===== src/design/lkv_pkg.sv =====
// ----------------------------------------------------------------------------
// lkv_pkg
// shared constants, action codes and the store update control struct
// ----------------------------------------------------------------------------
package lkv_pkg;

    localparam int MAX_ENTRIES_DEF = 16;
    localparam int KEY_BITS_DEF    = 16;
    localparam int VALUE_BITS_DEF  = 31;

    localparam int CAP_W = 5;
    localparam logic [CAP_W-1:0] CAP_RESET = 5'd16;

    localparam int RD_W = 32;

    typedef enum logic {
        ACT_GET = 1'b0,
        ACT_PUT = 1'b1
    } lkv_action_t;

    typedef struct packed {
        logic promote;      // move target slot to rank 0, age the more recent ones
        logic write_value;  // store the item value into the target slot
        logic write_key;    // store the key and mark the slot valid
        logic grow;         // a free slot was taken, bump the entry count
    } lkv_upd_t;

endpackage


===== src/design/lkv_store.sv =====
// ----------------------------------------------------------------------------
// lkv_store
// entry storage: valid bits, keys, values, recency ranks and entry count
// ----------------------------------------------------------------------------
module lkv_store #(
    parameter int MAX_ENTRIES = lkv_pkg::MAX_ENTRIES_DEF,
    parameter int KEY_BITS    = lkv_pkg::KEY_BITS_DEF,
    parameter int VALUE_BITS  = lkv_pkg::VALUE_BITS_DEF,
    parameter int IDX_W       = (MAX_ENTRIES > 1) ? $clog2(MAX_ENTRIES) : 1,
    parameter int CNT_W       = $clog2(MAX_ENTRIES + 1)
) (
    input  logic                   clk,
    input  logic                   rst_n,
    input  logic                   fire,
    input  lkv_pkg::lkv_upd_t      upd,
    input  logic [IDX_W-1:0]       upd_slot,
    input  logic [CNT_W-1:0]       upd_thr,
    input  logic [KEY_BITS-1:0]    upd_key,
    input  logic [VALUE_BITS-1:0]  upd_value,
    output logic                   entry_valid [MAX_ENTRIES],
    output logic [KEY_BITS-1:0]    entry_key   [MAX_ENTRIES],
    output logic [VALUE_BITS-1:0]  entry_value [MAX_ENTRIES],
    output logic [IDX_W-1:0]       entry_rank  [MAX_ENTRIES],
    output logic [CNT_W-1:0]       entry_count
);
    import lkv_pkg::*;

    logic                  valid_reg [MAX_ENTRIES];
    logic                  valid_next [MAX_ENTRIES];
    logic [KEY_BITS-1:0]   key_reg [MAX_ENTRIES];
    logic [KEY_BITS-1:0]   key_next [MAX_ENTRIES];
    logic [VALUE_BITS-1:0] value_reg [MAX_ENTRIES];
    logic [VALUE_BITS-1:0] value_next [MAX_ENTRIES];
    logic [IDX_W-1:0]      rank_reg [MAX_ENTRIES];
    logic [IDX_W-1:0]      rank_next [MAX_ENTRIES];
    logic [CNT_W-1:0]      count_reg;
    logic [CNT_W-1:0]      count_next;

    always_comb
    begin
        for (int i = 0; i < MAX_ENTRIES; i++)
        begin
            valid_next[i] = valid_reg[i];
            key_next[i]   = key_reg[i];
            value_next[i] = value_reg[i];
            rank_next[i]  = rank_reg[i];
            if (fire && (upd_slot == IDX_W'(i)))
            begin
                if (upd.write_key)
                begin
                    valid_next[i] = 1'b1;
                    key_next[i]   = upd_key;
                end
                if (upd.write_value)
                begin
                    value_next[i] = upd_value;
                end
                if (upd.promote)
                begin
                    rank_next[i] = '0;
                end
            end else if (fire && upd.promote && valid_reg[i]
                         && (CNT_W'(rank_reg[i]) < upd_thr))
            begin
                rank_next[i] = rank_reg[i] + 1'b1;
            end
        end
        count_next = count_reg;
        if (fire && upd.grow)
        begin
            count_next = count_reg + 1'b1;
        end
    end

    always_ff @(posedge clk or negedge rst_n)
    begin
        if (!rst_n)
        begin
            for (int i = 0; i < MAX_ENTRIES; i++)
            begin
                valid_reg[i] <= 1'b0;
                rank_reg[i]  <= '0;
            end
            count_reg <= '0;
        end else
        begin
            for (int i = 0; i < MAX_ENTRIES; i++)
            begin
                valid_reg[i] <= valid_next[i];
                rank_reg[i]  <= rank_next[i];
            end
            count_reg <= count_next;
        end
    end

    // payload, no reset: only read behind a valid bit
    always_ff @(posedge clk)
    begin
        for (int i = 0; i < MAX_ENTRIES; i++)
        begin
            key_reg[i]   <= key_next[i];
            value_reg[i] <= value_next[i];
        end
    end

    always_comb
    begin
        for (int i = 0; i < MAX_ENTRIES; i++)
        begin
            entry_valid[i] = valid_reg[i];
            entry_key[i]   = key_reg[i];
            entry_value[i] = value_reg[i];
            entry_rank[i]  = rank_reg[i];
        end
        entry_count = count_reg;
    end

endmodule


===== src/design/lkv_lookup.sv =====
// ----------------------------------------------------------------------------
// lkv_lookup
// parallel key match, free slot and lru slot search, update decision
// ----------------------------------------------------------------------------
module lkv_lookup #(
    parameter int MAX_ENTRIES = lkv_pkg::MAX_ENTRIES_DEF,
    parameter int KEY_BITS    = lkv_pkg::KEY_BITS_DEF,
    parameter int VALUE_BITS  = lkv_pkg::VALUE_BITS_DEF,
    parameter int IDX_W       = (MAX_ENTRIES > 1) ? $clog2(MAX_ENTRIES) : 1,
    parameter int CNT_W       = $clog2(MAX_ENTRIES + 1)
) (
    input  lkv_pkg::lkv_action_t        action,
    input  logic [KEY_BITS-1:0]         key,
    input  logic [lkv_pkg::CAP_W-1:0]   capacity,
    input  logic                        entry_valid [MAX_ENTRIES],
    input  logic [KEY_BITS-1:0]         entry_key   [MAX_ENTRIES],
    input  logic [VALUE_BITS-1:0]       entry_value [MAX_ENTRIES],
    input  logic [IDX_W-1:0]            entry_rank  [MAX_ENTRIES],
    input  logic [CNT_W-1:0]            entry_count,
    output lkv_pkg::lkv_upd_t           upd,
    output logic [IDX_W-1:0]            upd_slot,
    output logic [CNT_W-1:0]            upd_thr,
    output logic                        hit,
    output logic [lkv_pkg::RD_W-1:0]    read_value
);
    import lkv_pkg::*;

    localparam int CMP_W = (CNT_W > CAP_W) ? CNT_W : CAP_W;

    logic             is_put;
    logic             found;
    logic [IDX_W-1:0] hit_slot;
    logic             free_found;
    logic [IDX_W-1:0] free_slot;
    logic [IDX_W-1:0] lru_slot;
    logic             room;

    assign is_put = (action == ACT_PUT);

    // lowest index wins on every search
    always_comb
    begin
        found      = 1'b0;
        hit_slot   = '0;
        free_found = 1'b0;
        free_slot  = '0;
        lru_slot   = '0;
        for (int i = MAX_ENTRIES - 1; i >= 0; i--)
        begin
            if (entry_valid[i] && (entry_key[i] == key))
            begin
                found    = 1'b1;
                hit_slot = IDX_W'(i);
            end
            if (!entry_valid[i])
            begin
                free_found = 1'b1;
                free_slot  = IDX_W'(i);
            end
            // valid ranks are a permutation of 0..count-1, oldest holds count-1
            if (entry_valid[i] && (CNT_W'(entry_rank[i]) == (entry_count - CNT_W'(1))))
            begin
                lru_slot = IDX_W'(i);
            end
        end
    end

    // capacity zero behaves as one, above the store size it saturates
    always_comb
    begin
        if (capacity == '0)
        begin
            room = (entry_count == '0);
        end else
        begin
            room = (CMP_W'(entry_count) < CMP_W'(capacity));
        end
        room = room && (CMP_W'(entry_count) < CMP_W'(MAX_ENTRIES)) && free_found;
    end

    always_comb
    begin
        upd.promote     = found || is_put;
        upd.write_value = is_put;
        upd.write_key   = is_put && !found;
        upd.grow        = is_put && !found && room;
        if (found)
        begin
            upd_slot = hit_slot;
            upd_thr  = CNT_W'(entry_rank[hit_slot]);
        end else if (room)
        begin
            upd_slot = free_slot;
            upd_thr  = entry_count;
        end else
        begin
            upd_slot = lru_slot;
            upd_thr  = entry_count;
        end
    end

    assign hit        = found;
    assign read_value = (!is_put && found) ? RD_W'(entry_value[hit_slot]) : {RD_W{1'b1}};

endmodule


===== src/design/lru_key_value_cache_core.sv =====
// ----------------------------------------------------------------------------
// lru_key_value_cache_core
// fully associative key-value cache with least-recently-used replacement
// ----------------------------------------------------------------------------
// path: a taken beat waits in the input register, then the combinational match
//   and rank update carry it into the result register once that is empty or read
// throughput: one access per clock while m_tready is high, set by that path
// reset: all entries invalid, ranks and count zero, capacity 16, no clearing
//   pass, so the first beat is taken right after reset
// ----------------------------------------------------------------------------
module lru_key_value_cache_core #(
    parameter int MAX_ENTRIES = lkv_pkg::MAX_ENTRIES_DEF,
    parameter int KEY_BITS    = lkv_pkg::KEY_BITS_DEF,
    parameter int VALUE_BITS  = lkv_pkg::VALUE_BITS_DEF,
    parameter int S_DATA_W    = ((KEY_BITS + VALUE_BITS + 7) / 8) * 8
) (
    input  logic                       clk,
    input  logic                       rst_n,
    input  logic                       s_tvalid,
    output logic                       s_tready,
    input  logic [S_DATA_W-1:0]        s_tdata,   // key, value
    input  logic                       s_tuser,   // action
    output logic                       m_tvalid,
    input  logic                       m_tready,
    output logic [lkv_pkg::RD_W-1:0]   m_tdata,   // read_value
    output logic                       m_tuser,   // hit
    input  logic                       cfg_valid,
    output logic                       cfg_ready,
    input  logic [lkv_pkg::CAP_W-1:0]  cfg_data   // capacity
);
    import lkv_pkg::*;

    localparam int IDX_W = (MAX_ENTRIES > 1) ? $clog2(MAX_ENTRIES) : 1;
    localparam int CNT_W = $clog2(MAX_ENTRIES + 1);

    logic                  in_valid_reg;
    logic                  in_action_reg;
    logic [KEY_BITS-1:0]   in_key_reg;
    logic [VALUE_BITS-1:0] in_value_reg;
    logic                  out_valid_reg;
    logic                  out_hit_reg;
    logic [RD_W-1:0]       out_data_reg;
    logic [CAP_W-1:0]      capacity_reg;

    logic                  advance;
    logic                  take;

    logic                  entry_valid [MAX_ENTRIES];
    logic [KEY_BITS-1:0]   entry_key   [MAX_ENTRIES];
    logic [VALUE_BITS-1:0] entry_value [MAX_ENTRIES];
    logic [IDX_W-1:0]      entry_rank  [MAX_ENTRIES];
    logic [CNT_W-1:0]      entry_count;

    lkv_upd_t              upd;
    logic [IDX_W-1:0]      upd_slot;
    logic [CNT_W-1:0]      upd_thr;
    logic                  hit;
    logic [RD_W-1:0]       read_value;
    lkv_action_t           action;

    assign advance   = in_valid_reg && (!out_valid_reg || m_tready);
    assign s_tready  = !in_valid_reg || advance;
    assign take      = s_tvalid && s_tready;
    assign cfg_ready = 1'b1;
    assign action    = lkv_action_t'(in_action_reg);

    always_ff @(posedge clk or negedge rst_n)
    begin
        if (!rst_n)
        begin
            in_valid_reg  <= 1'b0;
            out_valid_reg <= 1'b0;
            capacity_reg  <= CAP_RESET;
        end else
        begin
            if (take)
            begin
                in_valid_reg <= 1'b1;
            end else if (advance)
            begin
                in_valid_reg <= 1'b0;
            end
            if (advance)
            begin
                out_valid_reg <= 1'b1;
            end else if (m_tready)
            begin
                out_valid_reg <= 1'b0;
            end
            if (cfg_valid)
            begin
                capacity_reg <= cfg_data;
            end
        end
    end

    always_ff @(posedge clk)
    begin
        if (take)
        begin
            in_action_reg <= s_tuser;
            in_key_reg    <= s_tdata[KEY_BITS-1:0];
            in_value_reg  <= s_tdata[KEY_BITS+VALUE_BITS-1:KEY_BITS];
        end
        if (advance)
        begin
            out_hit_reg  <= hit;
            out_data_reg <= read_value;
        end
    end

    lkv_lookup #(
        .MAX_ENTRIES (MAX_ENTRIES),
        .KEY_BITS    (KEY_BITS),
        .VALUE_BITS  (VALUE_BITS),
        .IDX_W       (IDX_W),
        .CNT_W       (CNT_W)
    ) u_lookup (
        .action      (action),
        .key         (in_key_reg),
        .capacity    (capacity_reg),
        .entry_valid (entry_valid),
        .entry_key   (entry_key),
        .entry_value (entry_value),
        .entry_rank  (entry_rank),
        .entry_count (entry_count),
        .upd         (upd),
        .upd_slot    (upd_slot),
        .upd_thr     (upd_thr),
        .hit         (hit),
        .read_value  (read_value)
    );

    lkv_store #(
        .MAX_ENTRIES (MAX_ENTRIES),
        .KEY_BITS    (KEY_BITS),
        .VALUE_BITS  (VALUE_BITS),
        .IDX_W       (IDX_W),
        .CNT_W       (CNT_W)
    ) u_store (
        .clk         (clk),
        .rst_n       (rst_n),
        .fire        (advance),
        .upd         (upd),
        .upd_slot    (upd_slot),
        .upd_thr     (upd_thr),
        .upd_key     (in_key_reg),
        .upd_value   (in_value_reg),
        .entry_valid (entry_valid),
        .entry_key   (entry_key),
        .entry_value (entry_value),
        .entry_rank  (entry_rank),
        .entry_count (entry_count)
    );

    assign m_tvalid = out_valid_reg;
    assign m_tuser  = out_hit_reg;
    assign m_tdata  = out_data_reg;

endmodule


===== config.mk =====
export PLATFORM = sky130hd
export DESIGN_NAME = lru_key_value_cache_core
export DESIGN_NICKNAME = d
export VERILOG_FILES = /design/src/design/lkv_pkg.sv /design/src/design/lkv_store.sv /design/src/design/lkv_lookup.sv /design/src/design/lru_key_value_cache_core.sv
export SDC_FILE = /design/constraint.sdc
export NUM_CORES = 2
export LEC_CHECK = 0
export ABC_AREA = 1
export BUFFER_PORTS_ARGS = -buffer_cell sky130_fd_sc_hd__buf_2
export CELL_PAD_IN_SITES_DETAIL_PLACEMENT = 2
export CELL_PAD_IN_SITES_GLOBAL_PLACEMENT = 2
export CORE_MARGIN = 1
export CORE_UTILIZATION = 40
export CTS_CLUSTER_SIZE = 40
export DETAILED_ROUTE_END_ITERATION = 8
export GPL_TIMING_DRIVEN = 0
export PLACE_DENSITY_LB_ADDON = 0.1
export SLEW_MARGIN = 20
export SYNTH_ARGS = -nofsm -noshare
export SYNTH_HDL_FRONTEND = slang
export SYNTH_SLANG_ARGS = --single-unit

===== constraint.sdc =====
create_clock -name clk -period 9.1 [get_ports clk]
set_clock_uncertainty 0.1 [all_clocks]
set_input_delay 1.82 -clock clk [delete_from_list [all_inputs] [get_ports clk]]
set_output_delay 1.82 -clock clk [all_outputs]
set_load 0.005 [all_outputs]

## Word level (Yosys, flattened, before mapping)

Memory sizes are Yosys's and may differ from the RTL's.
Index checks and enable logic that the tools add are counted.

- Add/subtract/negate cells: 18
- $mul: 0
- Divide/modulo/power cells: 0
- Magnitude comparators: 19
- Eq/ne operators: 63
- Shift operators: 0
- Mux-type cells: 192
- Bitwise logic cells: 1
- Reduce and logical (&&, ||, !) cells: 149

Operators by type and width:

| operator | count |
|---|---|
| two-way mux 31 bit | 34 |
| two-way mux 16 bit | 32 |
| two-way mux 4 bit | 85 |
| equality test 16 bit | 16 |
| binary-select mux 31 bit (select 4 bit) | 1 |
| logical AND 1 bit | 89 |
| equality test 4 x 5 -> 1 bit | 16 |
| < comparator 4 x 5 -> 1 bit | 16 |
| adder 4 x 1 -> 4 bit, second input constant | 16 |
| AND reduction 2 bit | 32 |
| two-way mux 1 bit | 37 |
| nonzero test 2 bit | 18 |
| equality test 4 bit, second input constant | 8 |
| two-way mux 32 bit | 1 |
| != test 2 x 1 -> 1 bit, second input constant | 16 |
| binary-select mux 4 bit (select 4 bit) | 1 |
| equality test 4 x 3 -> 1 bit, second input constant | 4 |
| logical NOT 5 bit | 2 |
| equality test 4 x 2 -> 1 bit, second input constant | 2 |
| adder 5 x 1 -> 5 bit, second input constant | 1 |
| >= comparator 5 bit, second input constant | 1 |
| < comparator 5 bit | 1 |
| < comparator 5 bit, second input constant | 1 |
| two-way mux 5 bit | 1 |
| other kinds (6) | 11 |

- Register bits: 173
- Bits in latches: 0
- Bits in writable memories: 752
- Memory bits (read-only): 0
- Input port bits: 59
- Output and inout port bits: 36
- Logic and storage cells: 486
- Memories kept: 2

Memory list:

| memory | words | width | read ports | clocked after memory_dff | wr ports | RTL line | source |
|---|---|---|---|---|---|---|---|
| u_store.value_reg | 16 | 31 | 16 | 0 | 16 | lkv_store.sv:32 | `logic [VALUE_BITS-1:0] value_reg [MAX_ENTRIES];` |
| u_store.key_reg | 16 | 16 | 16 | 0 | 16 | lkv_store.sv:30 | `logic [KEY_BITS-1:0] key_reg [MAX_ENTRIES];` |

## Logic depth before layout (Yosys ltp)

An unclocked memory read counts as a cell.

- Depth after elaboration: 28
- Mapped depth: 41
- Mapped depth without buffers: 38

## Modules after synthesis

Synthesis repeated with hierarchy kept, for this count alone.

- Cells, all modules: 4357
- Area, all modules: 44659.1 µm²

By module, submodules not included:

| module | instances | cells each | area an instance (µm²) | seq. area each (µm²) |
|---|---|---|---|---|
| lkv_store | 1 | 1511 | 28283.4 | 24708.7 |
| lkv_lookup | 1 | 2730 | 13633.1 | 0.0 |
| lru_key_value_cache_core | 1 | 116 | 2742.6 | 2608.8 |

## Least setup slack after synthesis

Ideal clock, no wire load.

- Path kind: input-to-reg
- Start point: input port m_tready
- End point: memory u_store.value_reg[5][0] in the netlist's numbering, enable pin
- Data arrival time: 4.764 ns
- Data required time: 8.581 ns
- Slack: 3.817 ns
- Stages on the path: 8
- Path buffers: 0
- Path through: inv_1 nand2_1 nand2_1 inv_1 nand2_1 nor2_2 nand2_2 nor2_1

RTL lines:

| what | RTL line | source |
|---|---|---|
| start, declared | lru_key_value_cache_core.sv:24 | `input logic m_tready,` |
| end, declared | lkv_store.sv:32 |  |

## Worst setup path after layout

- Start point: register in_key_reg[4]
- End point: register u_store.rank_reg (netlist bit u_store.entry_rank[54])

- Word-level cells in the longest chain between the ends: 27
- Elaborated cells on any way between the ends: 81

Ends and longest elaborated chain:

| what | RTL line | source |
|---|---|---|
| start, declared | lru_key_value_cache_core.sv:38 | `logic [KEY_BITS-1:0] in_key_reg;` |
| start signal, assigned | lru_key_value_cache_core.sv:102 | `in_key_reg <= s_tdata[KEY_BITS-1:0];` |
| equality test 16 bit | lkv_lookup.sv:50 | `if (entry_valid[i] && (entry_key[i] == key))` |
| logical AND 1 bit | lkv_lookup.sv:50 |  |
| two-way mux 4 bit (16 in series) | lkv_lookup.sv:50 |  |
| NOT 4 -> 5 bit (not written as such) | lkv_lookup.sv:90 | `upd_thr = CNT_W'(entry_rank[hit_slot]);` |
| binary-select mux 4 bit (select 4 bit) | lkv_lookup.sv:90 |  |
| two-way mux 4 bit (not written as such) (2 in series) | lkv_lookup.sv:90 |  |
| two-way mux 5 bit | lkv_lookup.sv:87 | `if (found)` |
| < comparator 4 x 5 -> 1 bit | lkv_store.sv:63 | `&& (CNT_W'(rank_reg[i]) < upd_thr))` |
| logical AND 1 bit | lkv_store.sv:63 |  |
| nonzero test 2 bit (no line) | -- |  |
| AND reduction 2 bit (no line) | -- |  |
| end signal, assigned by index | lkv_store.sv:90 | `rank_reg[i] <= rank_next[i];` |
| end, declared | lkv_store.sv:34 | `logic [IDX_W-1:0] rank_reg [MAX_ENTRIES];` |

Parallel ways exist; a longest one is shown, timed or not. The select of a mux whose other input is x is not followed.
A chain may end at the register's enable or synchronous reset.

==> impl_metrics.toml <==
[logic_synthesis]
synth_fp_nets = 4183
ys_warn_count = 0
netlist_instances = 4053
synth_area_leaders = "edfxtp_1 57%, nand2_1 5.9%, dfrtp_1 5.2%, nor2_1 4.5%, nand3_1 3.6%"
synthFlopType = "edfxtp_1"
synthArstFlopShare_pct = 9.95
synth-seq-cells = 925
synth_top_area_cell = "edfxtp_1"
syn-cell-area_um2 = 43700
synth_top_area_share_pct = 57.2
synth_cell_types = 75
yosys-top-cells-count = "833 x edfxtp_1, 688 x nand2_1, 526 x nor2_1"
syn_area_per_cell_um2 = 10.8
synth-edff-count = 833
yosysSeqAreaShare_pct = 62.5
synth.most_common_cell = "edfxtp_1"

[floorplanning]
start_util_pct = 40.6
core_area_um2 = 108000
die_w_um = 333
rows = 120
ioPinCount = 95
die_area_um2 = 111000
fp.dieH_um = 333

[setup_path]
crit_path_top_delay_cell = "edfxtp_1"
reg2reg_depth = 26
crit_start = "in_key_reg[4]"
regToRegSetupSlack_ps = 1180
cp-endpoint = "u_store.entry_rank[54]"
crit_type = "reg2reg"
required_ps = 9610
crit_arrival_ps = 8420
crit_top_cell = "nand3_1"
worst-path-stages = 26
crit_buf_inv = 7
start_kind = "flip-flop"
r2r_end = "u_store.entry_rank[54]"
regToRegStartpoint = "in_key_reg[4]"
cp_slowest_stage_delay_ps = 1170
cp_max_fo = 17
crit_family = "buffers and inverters"
end_kind = "flip-flop"

[clocking]
cts_hold_buf = 0
cts_setup_buffers = 0
cts_num_sinks = 925
numCtsBuffers = 104
ctsResizeCount = 0
clk_path_buf_depth = 3
tritoncts = "done"
clock_latency_ps = 730
clk_pin_slew_ps = 60
htree_levels = 3
root_buffer = "clkbuf_16"

[hold_path]
hold_class = "reg2reg"

[timing]
finalCriticalPeriod_ps = 7920
tightest_slew_ps = 1250
setup_violations = 0
finalCritPeriodShare_pct = 87.0
slew_viol_final = 0
max_freq_ghz = 0.126
hold_viol_final = 0
slew_headroom_pct = 16.7
rsz0062_at_grt = "no"
setup_slack_ps = 1180

[pwr]
power_density_nw_per_um2 = 211
p_total_mw = 10.7
peakVddDrop_mv = 0.181
leakage_nw = 18.9

[final_layout]
fin_util_pct = 47.1
antennaDiodeCount = 0
syn_to_final_growth_pct = 15.9
fillCellCount = 11000
layout-drive-gt1-share_pct = 14.9
fin_nets = 4438
regArea_um2 = 27300
multi_input_area_um2 = 14600
largest_reg_flops = 496

[grt]
antenna_found_initial = 2
grt_max_degree = 55
grtUsageTotal_pct = 33.5
gr-total-overflow = 0
grt_first_pass_wirelength_um = 268000
grt_pass1_vias = 38000

[detailed_routing]
drc_errors = 0
ant_nets = 0
viasPerCell = 6.01
drtIter0Drc = 2746
totalWireLength_um = 186000
drt_first_pass_iters = 6
vias = 34900
routedWlPerCell_um = 32.1

[placement]
hpwl_um = 130000
gp_congestion = 0.892
dp_worst_setup_slack_ps = 1360
port_buffers = 91

[outcome]
status = "finished, final reports clean"

[job]
maxCapViolCount = 0
-- report_power, final --
group	internal (mW)	leakage, nW	switching [mW]
registers	4.83	8.54	0.372
clock network	2.45	1.67	1.89
logic	0.414	8.68	0.729
-- worst min-delay path by stage --
stage,start,endpoint,slack [ps],depth (start not counted)
2_1_floorplan,capacity_reg[4],capacity_reg[4],370,2
3_3_place_gp,capacity_reg[4],capacity_reg[4],400,2
3_5_place_dp,capacity_reg[4],capacity_reg[4],410,2
4_1_cts,capacity_reg[4],capacity_reg[4],410,2
5_1_grt,capacity_reg[4],capacity_reg[4],460,2
6_report,capacity_reg[4],capacity_reg[4],410,2
-- layer usage --
layer / vias to the layer above / track usage [%] / share of wire (%)
met5: - / 0 / 0.014
met2: 1256 / 59.7 / 51
li1: 14900 / - / -
met4: 4 / 14.7 / 4.7
met1: 18300 / 40.5 / 39
met3: 423 / 4.20 / 5.1
-- worst min-delay path, cell delays in order, from the launching register on --
cell and delay, ps:
dfstp_2 370, inv_1 70, o21ai_0 70
-- per-stage QoR --
| step | instances | setup TNS [ps] | area (um^2) | hold WS, ps |
|---|---|---|---|---|
| 6_report | 5800 | 0 | 50700 | 412 |
| 3_5_place_dp | 5605 | 0 | 47200 | 412 |
| 2_1_floorplan | 4053 | 0 | 43700 | 375 |
| 3_3_place_gp | 5547 | -30060 | 45900 | 402 |
| 4_1_cts | 5800 | 0 | 50700 | 414 |
| 5_1_grt | 5800 | 0 | 50700 | 460 |
-- cells by family (layout without fill, tap and decap cells) --
family | after synthesis | after routing | synth area share [%]
AOI/OAI and AO/OA | 527 | 527 | 8.05
xor gates and xnor gates | 146 | 146 | 3.03
adders and majority gates | 71 | 71 | 2.03
buffers and inverters | 452 | 796 | 4.56
DFF | 925 | 925 | 62.5
muxes | 1 | 1 | 0.0258
other | 1 | 1 | 0.00858
and+or+nand+nor | 1930 | 1930 | 19.8
-- layout by cell type (no fill, tap or decap), types with 91 or more instances in the layout --
cell       instances
edfxtp_1         833
nand2_1          688
nor2_1           493
nand3_1          316
o21ai_0          228
inv_1            223
buf_2            152
clkbuf_16        104
xor2_1           103
nor3_1           100
clkbuf_1          93
dfrtp_1           91
-- cell type report --
cell class / instances / area share (%)
Sequential cell: 925 / 53.9
Buffer: 175 / 1.87
Timing Repair Buffer: 149 / 3.10
Inverter: 277 / 2.08
Clock buffer: 128 / 5.35
Clock inverter: 67 / 1.45
Tap cell: 1403 / 3.46
Multi-Input combinational cell: 2676 / 28.8
No activity file was read; power rests on OpenSTA's default activity.
